<file path="config.mk">
export PLATFORM = sky130hd
export DESIGN_NAME = fibonacci_line_search
export DESIGN_NICKNAME = d
export VERILOG_FILES = /design/src/sv/fls_pkg.sv /design/src/sv/fls_div.sv /design/src/sv/fls_mul.sv /design/src/sv/fibonacci_line_search.sv
export SDC_FILE = /design/constraint.sdc
export NUM_CORES = 2
export LEC_CHECK = 0
export BUFFER_PORTS_ARGS = -buffer_cell sky130_fd_sc_hd__buf_2
export CORE_AREA = 3 3 378 380
export CTS_CLUSTER_DIAMETER = 30
export CTS_CLUSTER_SIZE = 14
export DETAILED_ROUTE_END_ITERATION = 7
export DIE_AREA = 0 0 381 383
export PLACE_DENSITY = 0.92
export SYNTH_ARGS = -nofsm -noshare
export SYNTH_HDL_FRONTEND = slang
export SYNTH_HIERARCHICAL = 1
export SYNTH_SLANG_ARGS = --single-unit
export TNS_END_PERCENT = 50
</file>
<file path="constraint.sdc">
create_clock -name i_clk -period 32 [get_ports i_clk]
set_input_delay 4.8 -clock i_clk [delete_from_list [all_inputs] [get_ports i_clk]]
set_output_delay 4.8 -clock i_clk [all_outputs]
set_load 0.03 [all_outputs]
</file>
<file path="src/sv/fls_pkg.sv">
package fls_pkg;

    localparam int MAX_FIB_INDEX = 47;
    localparam int FRAC_BITS     = 16;
    localparam int RATIO_BITS    = 30;

    // F(0) = F(1) = 1, used only at elaboration to size the sequence registers.
    function automatic longint unsigned fib_at(input int idx);
        longint unsigned f0;
        longint unsigned f1;
        longint unsigned f2;
        f0 = 64'd1;
        f1 = 64'd1;
        for (int k = 2; k <= idx; k++) begin
            f2 = f0 + f1;
            f0 = f1;
            f1 = f2;
        end
        return f1;
    endfunction

    localparam int FIB_W   = $clog2(fib_at(MAX_FIB_INDEX) + 64'd1);
    localparam int IDX_W   = $clog2(MAX_FIB_INDEX + 1);
    localparam int CNT_W   = $clog2(RATIO_BITS + 1);
    localparam int RATIO_W = RATIO_BITS + 1;
    localparam int P_W     = 34;
    localparam int MUL_W   = 34;
    localparam int PROD_W  = 2 * MUL_W;
    localparam int WIDE_W  = PROD_W + 2;

    typedef logic signed [MUL_W-1:0]  t_mul;
    typedef logic signed [PROD_W-1:0] t_prod;
    typedef logic signed [WIDE_W-1:0] t_wide;

    // Division by three: offset to a non-negative value that is a multiple of
    // three away, then multiply by the rounded-up reciprocal.
    localparam longint THIRD_OFS   = 64'sd2147483649;
    localparam longint THIRD_K     = 64'sd715827883;
    localparam longint RECIP3      = 64'sd5726623062;
    localparam int     RECIP_SHIFT = 34;

    localparam t_prod ROUND_F = t_prod'(1) <<< (FRAC_BITS - 1);
    localparam t_prod ROUND_R = t_prod'(1) <<< (RATIO_BITS - 1);
    localparam t_wide ONE_FX  = t_wide'(1) <<< FRAC_BITS;

    typedef enum logic [3:0] {
        S_IDLE, S_COUNT, S_DIV1, S_WAIT1, S_DIV2, S_WAIT2,
        S_PMUL, S_PROBE, S_SQMUL, S_SQ, S_CUMUL, S_CU, S_THMUL, S_FVAL,
        S_STEP, S_DONE
    } t_state;

    typedef struct packed {
        logic              start;
        logic [FIB_W-1:0]  num;
        logic [FIB_W-1:0]  den;
    } t_div_req;

    typedef struct packed {
        logic               ovf;
        logic signed [31:0] val;
    } t_sat;

    function automatic t_sat sat32(input t_wide v);
        t_sat s;
        if (v > t_wide'(64'sd2147483647)) begin
            s.ovf = 1'b1;
            s.val = 32'sh7FFFFFFF;
        end else if (v < t_wide'(-64'sd2147483648)) begin
            s.ovf = 1'b1;
            s.val = 32'sh80000000;
        end else begin
            s.ovf = 1'b0;
            s.val = v[31:0];
        end
        return s;
    endfunction

endpackage

</file>
<file path="src/sv/fls_div.sv">
module fls_div (
    input  logic                           i_clk,
    input  logic                           i_rst_n,
    input  fls_pkg::t_div_req              i_req,
    output logic [fls_pkg::RATIO_W-1:0]    o_ratio,
    output logic                           o_done
);

    logic                          r_busy;
    logic                          r_done;
    logic [fls_pkg::CNT_W-1:0]     r_cnt;
    logic [fls_pkg::FIB_W-1:0]     r_rem;
    logic [fls_pkg::FIB_W-1:0]     r_den;
    logic [fls_pkg::RATIO_W-1:0]   r_q;
    logic [fls_pkg::FIB_W:0]       w_rem2;
    logic                          w_ge;

    // The remainder stays below the divisor, so doubling it needs one bit more.
    assign w_rem2 = {r_rem, 1'b0};
    assign w_ge   = (w_rem2 >= {1'b0, r_den});

    always_ff @(posedge i_clk) begin
        if (!i_rst_n) begin
            r_busy <= 1'b0;
            r_done <= 1'b0;
            r_cnt  <= '0;
        end else begin
            r_done <= 1'b0;
            if (i_req.start && !r_busy) begin
                r_busy <= 1'b1;
                r_cnt  <= '0;
            end else if (r_busy) begin
                if (r_cnt == fls_pkg::CNT_W'(fls_pkg::RATIO_BITS)) begin
                    r_busy <= 1'b0;
                    r_done <= 1'b1;
                end else begin
                    r_cnt <= r_cnt + 1'b1;
                end
            end
        end
    end

    always_ff @(posedge i_clk) begin
        if (i_req.start && !r_busy) begin
            r_rem <= i_req.num;
            r_den <= i_req.den;
            r_q   <= '0;
        end else if (r_busy) begin
            if (r_cnt == fls_pkg::CNT_W'(fls_pkg::RATIO_BITS)) begin
                // Round to nearest, ties up.
                if (w_ge) begin
                    r_q <= r_q + 1'b1;
                end
            end else begin
                r_q <= {r_q[fls_pkg::RATIO_W-2:0], w_ge};
                r_rem <= w_ge ? fls_pkg::FIB_W'(w_rem2 - {1'b0, r_den})
                              : fls_pkg::FIB_W'(w_rem2);
            end
        end
    end

    assign o_ratio = r_q;
    assign o_done  = r_done;

endmodule

</file>
<file path="src/sv/fls_mul.sv">
module fls_mul (
    input  logic           i_clk,
    input  fls_pkg::t_mul  i_op_a,
    input  fls_pkg::t_mul  i_op_b,
    output fls_pkg::t_prod o_prod
);

    fls_pkg::t_prod r_prod;

    always_ff @(posedge i_clk) begin
        r_prod <= i_op_a * i_op_b;
    end

    assign o_prod = r_prod;

endmodule

</file>
<file path="src/sv/fibonacci_line_search.sv">
// Channel  | Direction | Handshake          | Payload
// input    | in        | i_valid / o_stall  | interval start, interval end, tolerance
// result   | out       | o_valid / i_stall  | midpoint, length, iteration count, saturated
//
// One item first searches for the iteration count n (up to 47), then takes the
// two ratios one after the other on the bit-serial divider, and then evaluates
// each point on the shared multiplier (four products each).
// Reset is synchronous and active low; it clears the sequencer and output valid.
// The input is stalled from acceptance until the result is loaded into the
// output register; a stalled result holds there while the next item runs.
module fibonacci_line_search (
    input  logic               i_clk,
    input  logic               i_rst_n,
    input  logic               i_valid,
    output logic               o_stall,
    input  logic signed [31:0] i_interval_start,
    input  logic signed [31:0] i_interval_end,
    input  logic [30:0]        i_tolerance,
    output logic               o_valid,
    input  logic               i_stall,
    output logic signed [31:0] o_final_midpoint,
    output logic signed [31:0] o_final_length,
    output logic [5:0]         o_iteration_count,
    output logic               o_saturated
);

    fls_pkg::t_state r_state;
    fls_pkg::t_state n_state;

    logic signed [31:0]            r_a;
    logic signed [31:0]            r_b;
    logic signed [31:0]            r_c;
    logic signed [31:0]            r_d;
    logic signed [31:0]            r_fc;
    logic signed [31:0]            r_fd;
    logic signed [31:0]            r_x;
    logic signed [31:0]            r_x2;
    logic [32:0]                   r_t;
    logic [fls_pkg::RATIO_W-1:0]   r_r1;
    logic [fls_pkg::RATIO_W-1:0]   r_r2;
    logic [fls_pkg::FIB_W-1:0]     r_f0;
    logic [fls_pkg::FIB_W-1:0]     r_f1;
    logic [fls_pkg::FIB_W-1:0]     r_f2;
    logic [fls_pkg::P_W-1:0]       r_pp;
    logic [fls_pkg::P_W-1:0]       r_p;
    logic [fls_pkg::IDX_W-1:0]     r_i;
    logic [fls_pkg::IDX_W-1:0]     r_left;
    logic                          r_side;
    logic                          r_first;
    logic                          r_flag;
    logic                          r_out_valid;
    logic signed [31:0]            r_out_mid;
    logic signed [31:0]            r_out_len;
    logic [5:0]                    r_out_cnt;
    logic                          r_out_sat;

    logic                          w_in_xfer;
    logic                          w_out_free;
    logic signed [32:0]            w_diff;
    logic signed [fls_pkg::P_W:0]  w_pcmp;
    logic signed [fls_pkg::P_W:0]  w_dcmp;
    logic                          w_cnt_hit;
    logic                          w_cnt_end;
    fls_pkg::t_div_req             w_div_req;
    logic [fls_pkg::RATIO_W-1:0]   w_ratio;
    logic                          w_div_done;
    fls_pkg::t_mul                 w_op_a;
    fls_pkg::t_mul                 w_op_b;
    fls_pkg::t_prod                w_prod;
    fls_pkg::t_sat                 w_probe;
    fls_pkg::t_sat                 w_sq;
    fls_pkg::t_sat                 w_cu;
    fls_pkg::t_sat                 w_fval;
    fls_pkg::t_sat                 w_len;
    fls_pkg::t_wide                w_cu_t;
    fls_pkg::t_wide                w_mid;

    assign w_in_xfer  = i_valid && !o_stall;
    assign w_out_free = !r_out_valid || !i_stall;

    assign w_diff    = {r_b[31], r_b} - {r_a[31], r_a};
    assign w_pcmp    = {1'b0, r_p};
    assign w_dcmp    = {{(fls_pkg::P_W - 32){w_diff[32]}}, w_diff};
    assign w_cnt_hit = (w_pcmp > w_dcmp);
    assign w_cnt_end = w_cnt_hit || (r_i == fls_pkg::IDX_W'(fls_pkg::MAX_FIB_INDEX));

    fls_div u_div (
        .i_clk   (i_clk),
        .i_rst_n (i_rst_n),
        .i_req   (w_div_req),
        .o_ratio (w_ratio),
        .o_done  (w_div_done)
    );

    fls_mul u_mul (
        .i_clk  (i_clk),
        .i_op_a (w_op_a),
        .i_op_b (w_op_b),
        .o_prod (w_prod)
    );

    // Post-processing of the registered product, one use per state.
    assign w_probe = fls_pkg::sat32(fls_pkg::t_wide'(r_a)
        + fls_pkg::t_wide'((w_prod + fls_pkg::ROUND_R) >>> fls_pkg::RATIO_BITS));
    assign w_sq = fls_pkg::sat32(
        fls_pkg::t_wide'((w_prod + fls_pkg::ROUND_F) >>> fls_pkg::FRAC_BITS));
    assign w_cu = w_sq;
    assign w_cu_t = fls_pkg::t_wide'(w_cu.val) + fls_pkg::t_wide'(1)
        + fls_pkg::t_wide'(fls_pkg::THIRD_OFS);
    assign w_fval = fls_pkg::sat32(
        fls_pkg::t_wide'(w_prod >>> fls_pkg::RECIP_SHIFT)
        - fls_pkg::t_wide'(fls_pkg::THIRD_K)
        - ((fls_pkg::t_wide'(r_x2) + fls_pkg::t_wide'(1)) >>> 1)
        - fls_pkg::t_wide'(r_x)
        - fls_pkg::ONE_FX);
    assign w_len = fls_pkg::sat32(fls_pkg::t_wide'(r_b) - fls_pkg::t_wide'(r_a));
    assign w_mid = (fls_pkg::t_wide'(r_a) + fls_pkg::t_wide'(r_b)) >>> 1;

    always_comb begin
        n_state = r_state;
        unique case (r_state)
            fls_pkg::S_IDLE:  if (w_in_xfer) n_state = fls_pkg::S_COUNT;
            fls_pkg::S_COUNT: if (w_cnt_end) n_state = fls_pkg::S_DIV1;
            fls_pkg::S_DIV1:  n_state = fls_pkg::S_WAIT1;
            fls_pkg::S_WAIT1: if (w_div_done) n_state = fls_pkg::S_DIV2;
            fls_pkg::S_DIV2:  n_state = fls_pkg::S_WAIT2;
            fls_pkg::S_WAIT2: if (w_div_done) n_state = fls_pkg::S_PMUL;
            fls_pkg::S_PMUL:  n_state = fls_pkg::S_PROBE;
            fls_pkg::S_PROBE: n_state = fls_pkg::S_SQMUL;
            fls_pkg::S_SQMUL: n_state = fls_pkg::S_SQ;
            fls_pkg::S_SQ:    n_state = fls_pkg::S_CUMUL;
            fls_pkg::S_CUMUL: n_state = fls_pkg::S_CU;
            fls_pkg::S_CU:    n_state = fls_pkg::S_THMUL;
            fls_pkg::S_THMUL: n_state = fls_pkg::S_FVAL;
            fls_pkg::S_FVAL:  n_state = r_first ? fls_pkg::S_PMUL : fls_pkg::S_STEP;
            fls_pkg::S_STEP:  n_state = (r_left == '0) ? fls_pkg::S_DONE : fls_pkg::S_PMUL;
            fls_pkg::S_DONE:  if (w_out_free) n_state = fls_pkg::S_IDLE;
            default:          n_state = fls_pkg::S_IDLE;
        endcase
    end

    always_comb begin
        o_stall       = (r_state != fls_pkg::S_IDLE);
        w_div_req     = '0;
        w_div_req.den = r_f2;
        w_div_req.num = r_f0;
        w_op_a        = '0;
        w_op_b        = '0;
        unique case (r_state)
            fls_pkg::S_DIV1: begin
                w_div_req.start = 1'b1;
            end
            fls_pkg::S_DIV2: begin
                w_div_req.start = 1'b1;
                w_div_req.num   = r_f1;
            end
            fls_pkg::S_PMUL: begin
                w_op_a = fls_pkg::t_mul'({1'b0, r_side ? r_r2 : r_r1});
                w_op_b = fls_pkg::t_mul'(w_diff);
            end
            fls_pkg::S_SQMUL: begin
                w_op_a = fls_pkg::t_mul'(r_x);
                w_op_b = fls_pkg::t_mul'(r_x);
            end
            fls_pkg::S_CUMUL: begin
                w_op_a = fls_pkg::t_mul'(r_x2);
                w_op_b = fls_pkg::t_mul'(r_x);
            end
            fls_pkg::S_THMUL: begin
                w_op_a = fls_pkg::t_mul'({1'b0, r_t});
                w_op_b = fls_pkg::t_mul'(fls_pkg::RECIP3);
            end
            default: begin
            end
        endcase
    end

    always_ff @(posedge i_clk) begin
        if (!i_rst_n) begin
            r_state <= fls_pkg::S_IDLE;
        end else begin
            r_state <= n_state;
        end
    end

    always_ff @(posedge i_clk) begin
        if (!i_rst_n) begin
            r_out_valid <= 1'b0;
        end else if (r_state == fls_pkg::S_DONE && w_out_free) begin
            r_out_valid <= 1'b1;
        end else if (r_out_valid && !i_stall) begin
            r_out_valid <= 1'b0;
        end
    end

    always_ff @(posedge i_clk) begin
        unique case (r_state)
            fls_pkg::S_IDLE: begin
                if (w_in_xfer) begin
                    r_a    <= i_interval_start;
                    r_b    <= i_interval_end;
                    r_f0   <= fls_pkg::FIB_W'(1);
                    r_f1   <= fls_pkg::FIB_W'(1);
                    r_f2   <= fls_pkg::FIB_W'(2);
                    r_pp   <= fls_pkg::P_W'(i_tolerance);
                    r_p    <= fls_pkg::P_W'({i_tolerance, 1'b0});
                    r_i    <= fls_pkg::IDX_W'(2);
                    r_flag <= 1'b0;
                end
            end
            fls_pkg::S_COUNT: begin
                if (w_cnt_end) begin
                    r_left <= r_i - 1'b1;
                    if (!w_cnt_hit) begin
                        r_flag <= 1'b1;
                    end
                end else begin
                    // Step the sequence and its multiples of the tolerance together.
                    r_f0 <= r_f1;
                    r_f1 <= r_f2;
                    r_f2 <= r_f1 + r_f2;
                    r_pp <= r_p;
                    r_p  <= r_p + r_pp;
                    r_i  <= r_i + 1'b1;
                end
            end
            fls_pkg::S_WAIT1: begin
                if (w_div_done) begin
                    r_r1 <= w_ratio;
                end
            end
            fls_pkg::S_WAIT2: begin
                if (w_div_done) begin
                    r_r2    <= w_ratio;
                    r_side  <= 1'b0;
                    r_first <= 1'b1;
                end
            end
            fls_pkg::S_PROBE: begin
                r_x    <= w_probe.val;
                r_flag <= r_flag | w_probe.ovf;
            end
            fls_pkg::S_SQ: begin
                r_x2   <= w_sq.val;
                r_flag <= r_flag | w_sq.ovf;
            end
            fls_pkg::S_CU: begin
                r_t    <= w_cu_t[32:0];
                r_flag <= r_flag | w_cu.ovf;
            end
            fls_pkg::S_FVAL: begin
                r_flag <= r_flag | w_fval.ovf;
                if (r_side) begin
                    r_d  <= r_x;
                    r_fd <= w_fval.val;
                end else begin
                    r_c  <= r_x;
                    r_fc <= w_fval.val;
                end
                if (r_first) begin
                    r_first <= 1'b0;
                    r_side  <= 1'b1;
                end
            end
            fls_pkg::S_STEP: begin
                if (r_left != '0) begin
                    r_left <= r_left - 1'b1;
                    // On a tie the left end moves.
                    if (r_fc < r_fd) begin
                        r_b    <= r_d;
                        r_d    <= r_c;
                        r_fd   <= r_fc;
                        r_side <= 1'b0;
                    end else begin
                        r_a    <= r_c;
                        r_c    <= r_d;
                        r_fc   <= r_fd;
                        r_side <= 1'b1;
                    end
                end
            end
            fls_pkg::S_DONE: begin
                if (w_out_free) begin
                    r_out_mid <= w_mid[31:0];
                    r_out_len <= w_len.val;
                    r_out_cnt <= 6'(r_i);
                    r_out_sat <= r_flag | w_len.ovf;
                end
            end
            default: begin
            end
        endcase
    end

    assign o_valid           = r_out_valid;
    assign o_final_midpoint  = r_out_mid;
    assign o_final_length    = r_out_len;
    assign o_iteration_count = r_out_cnt;
    assign o_saturated       = r_out_sat;

endmodule

</file>
Word-level counts from Yosys, hierarchy flattened
Index checks and enable logic that the tools add are counted.
Widths: inputs -> output; s select.
- flip-flop bits (word level): 781
- latch bits: 0
- bits in writable memories: 0
- memory bits (read-only): 0
- memories: 0
- $add $sub $neg: 21
- $mul: 1
- divide/modulo/power cells: 0
- order comparisons: 11
- eq/ne operators: 32
- shifts and indexed selects: 0
- muxes and demuxes: 84
- bitwise gates (word level): 7
- reductions and logical operators: 44
- operators by type and width (operator ; count):
    $mux 33 ; 18
    $mux 32 ; 14
    $pmux 32 s2 ; 6
    $pmux 33 s2 ; 3
    $mux 34 ; 4
    $pmux 34 s2 ; 2
    $pmux 34 s4 ; 1
    $pmux 34 s3 ; 1
    $mux 31 ; 3
    $add 68x17->69 const B ; 1
    $add 68x31->69 const B ; 1
    $mul 34x34->68 ; 1
    $add 32x2->33 const B ; 2
    $sub 32x32->33 ; 2
    $pmux 4 s16 ; 1
    $gt 53x32->1 const B ; 1
    $lt 53x32->1 const B ; 1
    $add 32x39->40 ; 1
    $gt 40x32->1 const B ; 1
    $lt 40x32->1 const B ; 1
    $gt 38x32->1 const B ; 1
    $lt 38x32->1 const B ; 1
    $sub 37x18->38 const B ; 1
    $sub 36x32->37 ; 1
    49 further kinds ; 131

Depth between registers and ports, before layout
- depth after elaboration: 9
- depth in mapped cells: 46
- depth with buffers taken out: 44

Hierarchy
The synthesis kept the hierarchy.
- modules (own cells, without submodules) (module ; times used ; cells an instance ; area an instance (sq um)):
    fls_mul ; 1 ; 4531 ; 42809.8
    fibonacci_line_search ; 1 ; 4090 ; 40991.8
    fls_div ; 1 ; 799 ; 6880.3

Least setup slack after synthesis
No wires, ideal clock.
- kind: register -> register
- start: reg r_b[0]
- end: reg u_mul.r_prod[64], in the netlist u_mul/o_prod[64]
- library setup time: 0.072 ns
- arrival: 9.954 ns
- slack: 21.974 ns
- stages on the path, launching flop included: 40
- period minus slack after synthesis: 10.026 ns
- cell sequence: edfxtp_1 -> inv_1 -> ha_1 -> inv_1 -> fa_1 -> a21o_1 -> a21oi_1 -> o21ai_0 -> a21oi_1 -> o21ai_0 -> a21oi_1 -> o21ai_0 -> o2111ai_1 -> a32oi_1 -> clkbuf_1 -> o22ai_1 -> or2_2 -> clkbuf_1 -> (+4 left out) -> fa_1 -> fa_1 -> fa_1 -> fa_1 -> fa_1 -> inv_1 -> fa_1 -> inv_1 -> ha_1 -> a21o_1 -> o21bai_1 -> or3_2 -> o2111ai_1 -> and3_4 -> o21a_4 -> o21ai_1 -> a41oi_1 -> xnor2_1
- longest elaborated chain between the ends: 3
- ends and longest elaborated chain (item ; line ; RTL):
    start: declaration ; fibonacci_line_search.sv:31 ; logic signed [31:0] r_b;
    start signal: assignment ; fibonacci_line_search.sv:201 ; r_b <= i_interval_end;
    start signal: assignment ; fibonacci_line_search.sv:270 ; r_b <= r_d;
    $sub 32x32->33 ; fibonacci_line_search.sv:81 ; assign w_diff = {r_b[31], r_b} - {r_a[31], r_a};
    $pmux 34 s3 ; fibonacci_line_search.sv:149 ; unique case (r_state)
    net w_op_b[33] ; fibonacci_line_search.sv:68 ; fls_pkg::t_mul w_op_b;
    $mul 34x34->68 ; fls_mul.sv:11 ; r_prod <= i_op_a * i_op_b;
    end signal: assignment ; fls_mul.sv:11 ;
    end: declaration ; fls_mul.sv:8 ; fls_pkg::t_prod r_prod;
The timed path passes the listed nets, and every way through them passes these cells.
A chain may end at the register's enable or synchronous reset.

Worst setup path in the final report
Ends and elaborated chain as after synthesis.

==> key figures <==
STA
  • Slew of the pin with the lowest slew margin: 1.47 ns
  • Final Hold Fails: 0
  • Minimum clock period after layout: around 12 ns
  • Setup TNS: 0 ns
  • Final hold slack: about 0.47 ns
  • Slew headroom: 0.0208
  • Max Transition Viols Final: 0
  • # setup viols final: 0
  • Max Clk Rate: 80.4 MHz
  • Worst Clk Skew: a little under 0.1 ns
  • Final worst slack: around 20 ns
  • RSZ-0062 raised after global routing: false
  • Period utilisation layout: 0.389

Cells and area
  • Final std cells w/o fill: between 10000 and 15000
  • # fillers: 9723
  • Synth-to-layout area growth: 9.19%
  • Util after Layout: 0.706
  • Nets: ~11000
  • Final Cell Area: 98500 um^2
  • Proportion of layout cells with a drive suffix above 1: 0.0795

Global route
  • Vias in the first global route: 76600
  • Overflow after GRT: 0
  • Antenna violations before repair: 14
  • Gr usage total: 0.393
  • Largest net degree at the start of global routing: 110
  • Global-route wire length before repair: between 400000 and 500000 um

Worst hold path
  • Min-Delay Path Depth: 0
  • Hold Path Class: flip-flop to flip-flop
  • Min-delay src: r_f2[24]$_SDFFCE_PN0P_
  • Worst Hold End: u_div/r_den[24]$_DFFE_PP_

Pwr
  • Sw Ratio: 0.416
  • Max VDD drop: ~160 uV
  • P_int: 3.27 mW
  • Sequential share of power: 0.292
  • Combinational share of power: 0.423
  • Leak Pwr: 46.2 nW
  • Power density over cell area: 56.9 nW/um^2
  • Total Power: between 5 and 6 mW
  • Switch Pwr: around 2.3 mW
  • Clock power frac: 0.284

CTS
  • Clk sink count: 766
  • Worst-path clk slew: approximately 0.05 ns
  • Post-CTS Setup Inserts: 0
  • Clk Latency, worst-skew pair: 0.80 ns
  • CTS tree: built
  • CTS H-tree lvls: 4
  • TritonCTS Buffers: 153
  • Post_cts resized: 0
  • Clock Path Buffers: 3
  • CTS Hold Bufs: 0
  • CTS root buf: clkbuf_16

Worst setup path
  • RR Endpoint: u_mul/o_prod[64]$_DFF_P_
  • Largest delay share family, worst path: adder cells
  • CP endpoint kind: flip-flop
  • Critical Path Max Stage Delay: 0.92 ns
  • Critical path type: flip-flop to flip-flop
  • Crit path buffers/inverters: 5
  • Crit path max fanout: 34
  • Critical Path Start Type: flip-flop
  • Cell repeated most along the worst path: fa_1
  • Slowest stage cell, crit path: o22ai_1
  • FF-to-FF path depth: 37
  • Worst EP required: 32.61 ns
  • CP Data Arrival Time: 13.05 ns
  • Worst flop-to-flop path startpoint: r_b[0]$_DFFE_PP_
  • Reg-to-reg slack, setup: 19.56 ns

Route
  • Vias/cell: 6.39
  • WL met3: 33200 um
  • # DRC: 5
  • Max Used Layer: met5
  • Routed length per instance: 24.9 um
  • ANT nets after route: 0
  • Drt pass-1 iters: 8
  • Metal-1 WL: between 100000 and 150000 um
  • Via count: around 73000
  • DR iter-0 viols: 8858
  • Met2 Wirelength: between 100000 and 150000 um
  • Final wirelength: ~280000 um

Synth
  • Synth warn: 6
  • Synth Area per Inst: 9.61 um^2
  • Synth Cell Area: 90300 um^2
  • Mapped Cells: ~9400
  • Syn Nets: 11300

Run status
  • Violated checks: DRC
  • Status: finished with violations

Floorplan
  • Die H: 383 um
  • Row count: 137
  • Die X: between 300 and 400 um
  • Die Area: 146000 um^2
  • Starting density of the core: 0.647
  • Core area: 140000 um^2
  • Boundary Pins: approximately 170

Place
  • PortBufs: 171
  • Dpl cells: between 10000 and 15000
  • Placed cell area: 93300 um^2
  • RD Place Congestion: between 1 and 1.5
  • Placement Setup Slack: 20.02 ns
  • Half-perimeter wire length after placement: 207000 um

Job
  • Maxcap violations: 0
==> final cells by class <==
type	count	area (um^2)	share of cell area
Timing Repair Buffer	298	1810	0.0184
Inverter	1497	5620	0.0570
Sequential cell	766	22000	0.224
Antenna cell	13	32.5	0.000330
Clock buffer	170	3920	0.0398
Clock inverter	118	1280	0.0130
Multi-Input combinational cell	6681	61500	0.624
Tap cell	1876	2350	0.0238
==> worst max-delay path by stage <==
stage	from	end	slack [ns]	cells past startpoint
finish	r_b[0]$_DFFE_PP_	u_mul/o_prod[64]$_DFF_P_	19.56	37
global route	r_b[0]$_DFFE_PP_	u_mul/o_prod[64]$_DFF_P_	19.04	37
CTS	r_b[0]$_DFFE_PP_	u_mul/o_prod[64]$_DFF_P_	19.88	37
detailed placement	r_b[0]$_DFFE_PP_	u_mul/o_prod[67]$_DFF_P_	20.02	37
global placement	r_b[0]$_DFFE_PP_	u_mul/o_prod[67]$_DFF_P_	20.09	37
floorplan	r_b[0]$_DFFE_PP_	u_mul/o_prod[64]$_DFF_P_	21.97	39
==> metal layers <==
metal  GRT usage  vias to the layer above
met5           0                        -
met4       0.225                        8
met3       0.106                     1354
met2       0.621                     4973
met1       0.492                    36000
li1            -                    30600
==> flip-flops by register name, summed over array words and instances (netlist names), 33 cells and up <==
signal	flops
u_div/r_rem	33
r_pp	34
r_f1	33
u_mul/o_prod	53
u_div/r_den	33
r_f0	33
r_p	34
r_t	33
r_f2	33
==> cells in the final DEF, fill, tap and decap left out, types with 116 or more instances in the layout <==
cell       count
buf_2        171
xor2_1       133
a21o_1       118
mux2i_1      143
xnor2_1      262
inv_1       1496
edfxtp_1     670
ha_1         549
o21ai_0      340
and2_1       639
nor2_1       341
and3_1       116
a21oi_1      352
clkbuf_16    154
nand2_1     1169
fa_1        1279
buf_4        127
nand3_1      125
==> power by group through the flow <==
stage | Sequential (mW) | Combinational (mW) | Clock (mW)
after global placement | 1.62 | 2.15 | 0
after floorplan | 1.59 | 1.64 | 0
after global routing | 1.65 | 2.56 | 1.65
final | 1.64 | 2.37 | 1.59
after detailed placement | 1.64 | 2.24 | 0
after CTS | 1.63 | 2.31 | 1.60
(Power assumes the default switching activity.)
